$ cat src/rtl/spc_pkg.sv
// ----------------------------------------------------------------------------
// spc_pkg
// Types and constants for the shape pair collision test.
// ----------------------------------------------------------------------------
`timescale 1ns / 1ps
`default_nettype none

package spc_pkg;

  localparam int CoordW = 16;            // Q12.4 coordinate and size width
  localparam int AbsW   = CoordW;        // |x_a - x_b| never exceeds 16 bits
  localparam int ExtW   = CoordW + 1;    // sum of two extents
  localparam int GapW   = CoordW + 1;    // clearance in the doubled frame
  localparam int RadW   = CoordW + 1;    // sum of two radii
  localparam int SqW    = 2 * GapW;      // squared clearance / radius sum

  typedef enum logic [1:0] {
    KIND_RECT   = 2'd0,
    KIND_CIRCLE = 2'd1,
    KIND_POINT  = 2'd2
  } kind_e;

  // which test decides the pair
  typedef enum logic [1:0] {
    CLS_NONE = 2'd0,   // never hits
    CLS_BOX  = 2'd1,   // inclusive box containment / overlap
    CLS_CIRC = 2'd2    // strict squared distance test
  } cls_e;

  typedef struct packed {
    logic [1:0]               kind;
    logic signed [CoordW-1:0] x;
    logic signed [CoordW-1:0] y;
    logic [CoordW-1:0]        width;
    logic [CoordW-1:0]        height;
    logic [CoordW-1:0]        radius;
  } shape_t;

  // gap stage to distance stage
  typedef struct packed {
    cls_e            cls;
    logic [GapW-1:0] gx;
    logic [GapW-1:0] gy;
    logic [RadW-1:0] rsum;
  } gap_t;

endpackage

`default_nettype wire

$ cat src/rtl/spc_gap.sv
// ----------------------------------------------------------------------------
// spc_gap
// Stages 1-2: pair class, center deltas, extents, then per-axis clearance.
// ----------------------------------------------------------------------------
`timescale 1ns / 1ps
`default_nettype none

module spc_gap (
  input  logic            clk_i,
  input  logic            rst_ni,
  input  logic            en_i,
  input  logic            vld_i,
  input  spc_pkg::shape_t shp_a_i,
  input  spc_pkg::shape_t shp_b_i,
  output logic            vld_o,
  output spc_pkg::gap_t   gap_o
);
  import spc_pkg::*;

  // stage 1
  cls_e                   cls_d, cls_q;
  logic [AbsW-1:0]        adx_d, adx_q, ady_d, ady_q;
  logic [ExtW-1:0]        ex_d, ex_q, ey_d, ey_q;
  logic [RadW-1:0]        rs_d, rs_q;
  logic                   v1_q;
  logic signed [AbsW:0]   dx, dy;
  logic [AbsW:0]          dx_abs, dy_abs;
  logic                   a_rect, b_rect, a_circ, b_circ, a_pt, b_pt;

  // stage 2
  gap_t                   gap_d, gap_q;
  logic                   v2_q;
  logic [GapW-1:0]        dx2, dy2;

  always_comb begin
    a_rect = (shp_a_i.kind == KIND_RECT);
    b_rect = (shp_b_i.kind == KIND_RECT);
    a_circ = (shp_a_i.kind == KIND_CIRCLE);
    b_circ = (shp_b_i.kind == KIND_CIRCLE);
    a_pt   = (shp_a_i.kind == KIND_POINT);
    b_pt   = (shp_b_i.kind == KIND_POINT);

    // unused kind code or point/point: never a hit
    if (!(a_rect || a_circ || a_pt) || !(b_rect || b_circ || b_pt) || (a_pt && b_pt)) begin
      cls_d = CLS_NONE;
    end else if (a_circ || b_circ) begin
      cls_d = CLS_CIRC;
    end else begin
      cls_d = CLS_BOX;
    end

    dx     = {shp_a_i.x[CoordW-1], shp_a_i.x} - {shp_b_i.x[CoordW-1], shp_b_i.x};
    dy     = {shp_a_i.y[CoordW-1], shp_a_i.y} - {shp_b_i.y[CoordW-1], shp_b_i.y};
    dx_abs = dx[AbsW] ? (AbsW+1)'(-dx) : dx;
    dy_abs = dy[AbsW] ? (AbsW+1)'(-dy) : dy;
    adx_d  = dx_abs[AbsW-1:0];
    ady_d  = dy_abs[AbsW-1:0];

    // half extents in the doubled frame equal the full sizes
    ex_d = (a_rect ? ExtW'(shp_a_i.width)  : '0) + (b_rect ? ExtW'(shp_b_i.width)  : '0);
    ey_d = (a_rect ? ExtW'(shp_a_i.height) : '0) + (b_rect ? ExtW'(shp_b_i.height) : '0);
    rs_d = (a_circ ? RadW'(shp_a_i.radius) : '0) + (b_circ ? RadW'(shp_b_i.radius) : '0);
  end

  // clearance beyond the box edge, zero when inside
  always_comb begin
    dx2       = {adx_q, 1'b0};
    dy2       = {ady_q, 1'b0};
    gap_d.cls  = cls_q;
    gap_d.gx   = (dx2 > ex_q) ? GapW'(dx2 - ex_q) : '0;
    gap_d.gy   = (dy2 > ey_q) ? GapW'(dy2 - ey_q) : '0;
    gap_d.rsum = rs_q;
  end

  always_ff @(posedge clk_i or negedge rst_ni) begin
    if (!rst_ni) begin
      v1_q <= 1'b0;
      v2_q <= 1'b0;
    end else if (en_i) begin
      v1_q <= vld_i;
      v2_q <= v1_q;
    end
  end

  always_ff @(posedge clk_i) begin
    if (en_i) begin
      cls_q <= cls_d;
      adx_q <= adx_d;
      ady_q <= ady_d;
      ex_q  <= ex_d;
      ey_q  <= ey_d;
      rs_q  <= rs_d;
      gap_q <= gap_d;
    end
  end

  assign vld_o = v2_q;
  assign gap_o = gap_q;

endmodule

`default_nettype wire

$ cat config.mk
export PLATFORM = sky130hd
export DESIGN_NAME = spc_gap
export DESIGN_NICKNAME = d
export VERILOG_FILES = /design/src/rtl/spc_pkg.sv /design/src/rtl/spc_gap.sv
export SDC_FILE = /design/constraint.sdc
export NUM_CORES = 1
export LEC_CHECK = 0
export BUFFER_PORTS_ARGS = -buffer_cell sky130_fd_sc_hd__buf_4
export CAP_MARGIN = 20
export CORE_UTILIZATION = 35
export DETAILED_ROUTE_END_ITERATION = 7
export GPL_ROUTABILITY_DRIVEN = 0
export SLEW_MARGIN = 20
export SYNTH_ARGS = -nofsm -noshare
export SYNTH_HDL_FRONTEND = slang
export SYNTH_SLANG_ARGS = --single-unit
$ cat constraint.sdc
create_clock -name clk_i -period 3.4 [get_ports clk_i]
set_clock_uncertainty 0.15 [all_clocks]
set_input_delay 0.68 -clock clk_i [delete_from_list [all_inputs] [get_ports clk_i]]
set_output_delay 0.68 -clock clk_i [all_outputs]
set_load 0.02 [all_outputs]
==> summary.txt, run 1 <==
status: complete, no violations
Area contributors post-synth: edfxtp_1, ha_1, and2_1
Hold Crit Class: reg -> reg
initial antenna violation count: 0
number of buffers added on ports: 221
Placed Cells: 1845
P&R area growth vs syn: 37.81%
multiplexer share of the synthesized area: 0.008189
H-tree levels: 4
Peak VDD IR: 0.3374 mV
total CTS buffers: 17
post-synthesis xor/xnor area fraction: 0.07809
Post-synth EDFFs: 138
simple-gate share of the synthesized area: 0.1902
Total GRT Usage: 0.1632
FF+latch count, synth: 140
fin crit period: 3.381 ns
clock root buffer: clkbuf_16
final cell count without fillers: 1880
CTS tree: built
Max-Cap Viols: 0
crit end category: flip-flop
Initial DRT Pass Iterations: 5
count leader, synth: edfxtp_1
final hold vios: 0
Gate Count Post-Synth: 1100
count of final setup violators: 0
DIE AREA: 31700 um2
via count: 9054
Final Util: 0.4900
LEAKAGE: 6.983 nW
DRT iter0 DRCs: 353
clock sink count: 140
Remaining DRCs: 0
GRT overflow: 0
Worst Path Arrival: 3.41 ns
routed len/inst: 13.91 um
slew margin rel.: 0.6483
r2r startpoint: ey_q[1]
syn nets: 1391
fin crit share: 0.9945
Crit Path Class: in -> reg
Site Rows: 64
Synth Area in Compound Gates: 0.1481
Post-synth ARST share: 0.01429
largest family of logic cells by synthesized area: simple AND/OR/NAND/NOR gates
Finished Cell Area: 14950 um2
Synth area leader: edfxtp_1
post-synth top area share: 0.3820
syn_area_per_cell: 9.862 um2
CTS clk-pin slew, worst paths: 0.07 ns
WP data required: 3.42 ns
clk_lat worst skew: 0.43 ns
PnR Total Power: 6.841 mW
nets: 1762
PD cells: 457.6 nW/um2
CTS Buffer Depth: 2
CP startpoint: shp_a_i[80]
Routed WL: 26160 um
Fillers: 2840
pre-CTS setup slack: -0.4211 ns
most frequent cells after synthesis: edfxtp_1, ha_1, inv_1
Post-DP Area: 14160 um2
# diodes: 0
DR vias/cell: 4.816
YS warnings: 0
Detail Route Antenna Nets: 0
final setup margin: 0.01871 ns
setup_tns: 0 ns
share of cells above drive strength 1: 0.3127
FF/Latch Area: 4194 um2
area of the mapped netlist: 10850 um2
Hold WS: 0.2652 ns
vias in the first global route: 8878
Slew Limit Fails: 0
top_reg_cell synth: edfxtp_1
largest fanout on the critical path: 5
Worst Max-Slew Pin Slew: 0.5194 ns
crit path launch type: primary input
Yosys cell types: 78
Detailed Place HPWL: 21420 um
worst hold start: rs_q[11]
largest net degree at the start of global routing: 69
sequential area share after synthesis: 0.3866
f_max: 295.7 MHz
Initial Util: 0.3556
Die Y: 178.1 um
Core Footprint: 30510 um2
first-pass GRT wire length: 40930 um
Die W: 178.1 um
Multi-input gate area: 6452 um2
RSZ-0062 raised after global routing: true
# IOs: 222
Synth Area in Adders: 0.1467
flip-flops by register name (all words and copies together) (netlist names):
name,cells
adx_q,16
ady_q,16
cls_q,2
ex_q,17
ey_q,17
gap_o,53
rs_q,17
v1_q,1
vld_o,1
report_power, final:
group          internal (mW)  switching (mW)  total [mW]
clock network           1.12           0.845        1.97
registers               2.26          0.0886        2.35
logic                   1.21            1.32        2.52
total                   4.59            2.25        6.84
layout by cell type (no fill, tap or decap), types with 29 or more instances in the layout:
cell type,synthesis,final
a21o_1,29,29
a21oi_1,61,55
and2_1,101,99
buf_4,0,361
edfxtp_1,138,138
ha_1,116,114
inv_1,105,103
nand2_1,46,46
nor2_1,80,78
nor3_1,44,42
xnor2_1,59,58
xor2_1,34,33
kinds of logic after synthesis:
kind of cell    count (synthesis)
buf+inv                       119
xor+xnor                       95
simple gates                  382
mux                             8
fa+ha+maj                     123
flops                         140
compound gates                233
routing by layer:
layer | vias to the layer above | GRT usage | wire, um
met5 | - | 0 | 0
met4 | 0 | 0.06125 | 708
met3 | 36 | 0.02707 | 770
met2 | 160 | 0.2902 | 13230
met1 | 4170 | 0.1958 | 11450
li1 | 4688 | - | -
final cells by class:
| class | instances | area share |
|---|---|---|
| clock buffer | 17 | 0.02846 |
| clock inverter | 15 | 0.01322 |
| inverter | 105 | 0.02720 |
| multi-input combinational | 841 | 0.4316 |
| sequential | 140 | 0.2805 |
| tap | 396 | 0.03314 |
| timing repair buffer | 366 | 0.1858 |
critical path, stage by stage:
cell	delay [ns]
buf_8	0.10
nor2b_4	0.13
and2_4	0.16
ha_4	0.16
fa_2	0.34
a21o_1	0.17
a21oi_2	0.13
o21bai_1	0.11
a211o_1	0.31
a31oi_4	0.23
o21bai_4	0.10
a2111oi_4	0.41
o31ai_2	0.11
a21oi_1	0.15
o21bai_1	0.08
worst paths after layout:
check / to / slack (ns) / cells past startpoint
setup / recovery: rs_q[16] / 0.02 / 15
hold / removal: gap_o[11] / 0.27 / 0
setup reg to reg: gap_o[23] / 0.19 / 12
hold reg to reg: gap_o[11] / 0.27 / 0
max in group asynchronous: vld_o / 2.60 / 2
min in group asynchronous: v1_q / 0.41 / 2
timing repair:
action                     in CTS  in global routing
buffers inserted                0                  2
setup endpoints to repair       0                 25
hold buffers                    1                  0
hold endpoints to repair        2                  0
gates resized for setup         0                 27
No activity file was read; power rests on OpenSTA's default activity.
==> run 2: changes to the inputs <==
==> constraint.sdc (replaced) <==
create_clock -name clk_i -period 3.3 [get_ports clk_i]
set_clock_uncertainty 0.15 [all_clocks]
set_input_delay 0.66 -clock clk_i [delete_from_list [all_inputs] [get_ports clk_i]]
set_output_delay 0.66 -clock clk_i [all_outputs]
set_load 0.02 [all_outputs]
==> run 2 against run 1 <==
Via count up 0.68%. Sequential cell count unchanged. Register-to-register slack worse by 0.02 ns. Cell area up 2.2%. Clock power down 3%. Combinational power up 6%. Critical path depth unchanged. Total power up 2.5%. Utilization up 1.1 points. Global-route usage down 0.053 points. Wire length up 0.30%. Non-clock buffer count up 24. Critical endpoint is now ady_q[15]. Highest routed layer unchanged.
==> summary.txt, run 2 (synthesis results as in run 1) <==
status: complete, no violations
r2r endpoint: gap_o[46]
CTS Buffer Depth: 2 (unchanged)
DR top layer: met4
LEAKAGE: 7.129 nW (+2.1%)
routed metal-1 wire length: 11460 um (about the same)
fin crit period: 3.291 ns
via count: 9116 (+0.68%)
worst hold start: rs_q[5]
RSZ-0062 raised after global routing: true
GRT overflow: 0 (unchanged)
routed len/inst: 13.78 um (-0.97%)
number of buffers added on ports: 221 (unchanged)
# diodes: 0 (unchanged)
WL met3: 986 um (+28%)
first-pass GRT wire length: 40900 um (about the same)
H-tree levels: 4 (unchanged)
most common cell after layout, fill and taps aside: buf_4
clk_lat worst skew: 0.43 ns (about the same)
initial antenna violation count: 0 (unchanged)
largest fanout on the critical path: 3 (-2)
Slew Limit Fails: 0 (unchanged)
Die Y: 178.1 um (unchanged)
PD cells: 459.2 nW/um2 (+0.34%)
Routed WL: 26240 um (+0.30%)
vias in the first global route: 8731 (-1.7%)
CTS tree: built
DRT iter0 DRCs: 292 (-17%)
r2r startpoint: adx_q[0]
crit path launch type: primary input
# IOs: 222 (unchanged)
fin crit share: 0.9972
max FFs per register: 53 (unchanged)
total CTS buffers: 17 (unchanged)
Total GRT Usage: 0.1626 (-0.0005287)
Max-Cap Viols: 0 (unchanged)
WP data required: 3.30 ns (-0.12 ns)
Crit Path Class: in -> reg
Initial Util: 0.3556 (unchanged)
DIE AREA: 31700 um2 (unchanged)
Site Rows: 64 (unchanged)
P&R area growth vs syn: 40.80%
Hold Crit Class: reg -> reg
Worst R2R Setup Slack: 0.17 ns (-0.02 ns)
crit end category: flip-flop
Worst Path Arrival: 3.29 ns (-0.12 ns)
clock root buffer: clkbuf_16
met2 WL: 13400 um (+1.3%)
Peak VDD IR: 0.3205 mV (-5.0%)
Die W: 178.1 um (unchanged)
slew margin rel.: 0.5887 (-0.05958)
count of final setup violators: 0 (unchanged)
largest net degree at the start of global routing: 65 (-5.8%)
Remaining DRCs: 0 (unchanged)
CTS clk-pin slew, worst paths: 0.06 ns (about the same)
nets: 1786 (+1.4%)
f_max: 303.9 MHz
clock sink count: 140 (unchanged)
Worst Max-Slew Pin Slew: 0.6169 ns (+0.09758 ns)
share of cells above drive strength 1: 0.3408 (+0.02818)
Detailed Place HPWL: 21200 um (-0.99%)
Final Util: 0.5006 (+0.01062)
Reg2Reg Depth: 11 (-1)
final hold vios: 0 (unchanged)
DR vias/cell: 4.788 (-0.58%)
commonest cells after routing, fill and taps aside: buf_4, edfxtp_1, ha_1
Min-Delay Endpoint: gap_o[5]
setup_tns: 0 ns (unchanged)
Detail Route Antenna Nets: 0 (unchanged)
Core Footprint: 30510 um2 (unchanged)
Initial DRT Pass Iterations: 5 (unchanged)
Worst Hold Depth: 0 (unchanged)
-- run 2: cell types whose count changed in the layout (fill, tap and decap cells not counted), sizes merged --
cell	change
buf	+24
clkbuf	+1
clkinv	-2
clkinvlp	+3
inv	-2
-- run 2: final cells by class --
cell class / instances / area [um2]
fillers: 2794 / 15240
multi-input cells: 841 / 6561
flip-flops and latches: 140 / 4194
repair buffers: 390 / 3025
well taps: 396 / 495.5
clock buffers: 18 / 429.2
inverters: 105 / 409.1
clock inverters: 14 / 158.9
-- run 2: worst max-delay path: stages --
cell	delay [ns]
buf_8	0.11
inv_12	0.04
ha_4	0.12
inv_2	0.03
fa_2	0.36
a211oi_4	0.32
o21bai_2	0.13
a2111oi_2	0.31
nor2_1	0.12
xor2_2	0.24
nor4_4	0.06
nand4b_1	0.14
or2b_1	0.27
a2111oi_2	0.30
a211oi_1	0.07
-- run 2: how the worst max path moves through the flow --
stage	startpoint	to	slack, ns	cells past startpoint
final	shp_a_i[48]	ady_q[15]	0.009	15
after floorplan	shp_a_i[80]	rs_q[16]	-0.31	15
after CTS	shp_a_i[80]	rs_q[16]	0.009	16
after detailed placement	shp_a_i[80]	rs_q[16]	-0.50	15
after global placement	shp_a_i[48]	ady_q[15]	-0.44	15
after global routing	shp_a_i[48]	ady_q[15]	-0.12	15
-- run 2: what timing repair did --
action / CTS / global route
resized for setup: 1 / 57
setup endpoints to repair: 2 / 51
gates cloned: 0 / 0
endpoints found under the hold margin: 2 / 0
hold buffers: 1 / 0
setup buffers: 6 / 12
pin swaps: 6 / 49
-- run 2: where the power goes --
group	internal (mW)	switching (mW)	leakage [nW]
sequential	2.33	0.106	1.39
combinational	1.31	1.35	5.47
clock	1.13	0.789	0.276
-- run 2: metrics by stage --
step           power [mW]  cell area [um2]  cells  hold slack, ns  setup WS [ns]
2_1_floorplan       4.056            11060   1100          0.2144        -0.3053
3_3_place_gp        5.034            14290   1853          0.2507        -0.4428
3_5_place_dp        5.071            14290   1853          0.2557        -0.5016
4_1_cts             7.006            14940   1892          0.2696       0.008659
5_1_grt             7.426            15270   1904          0.2759        -0.1241
6_report            7.013            15270   1904          0.2659       0.009163
-- run 2: metal layers --
layer | global-route usage | vias to the layer above
met5 | 0 | -
met4 | 0.05164 | 0
met3 | 0.02643 | 23
met2 | 0.2935 | 171
met1 | 0.1956 | 4193
li1 | - | 4729
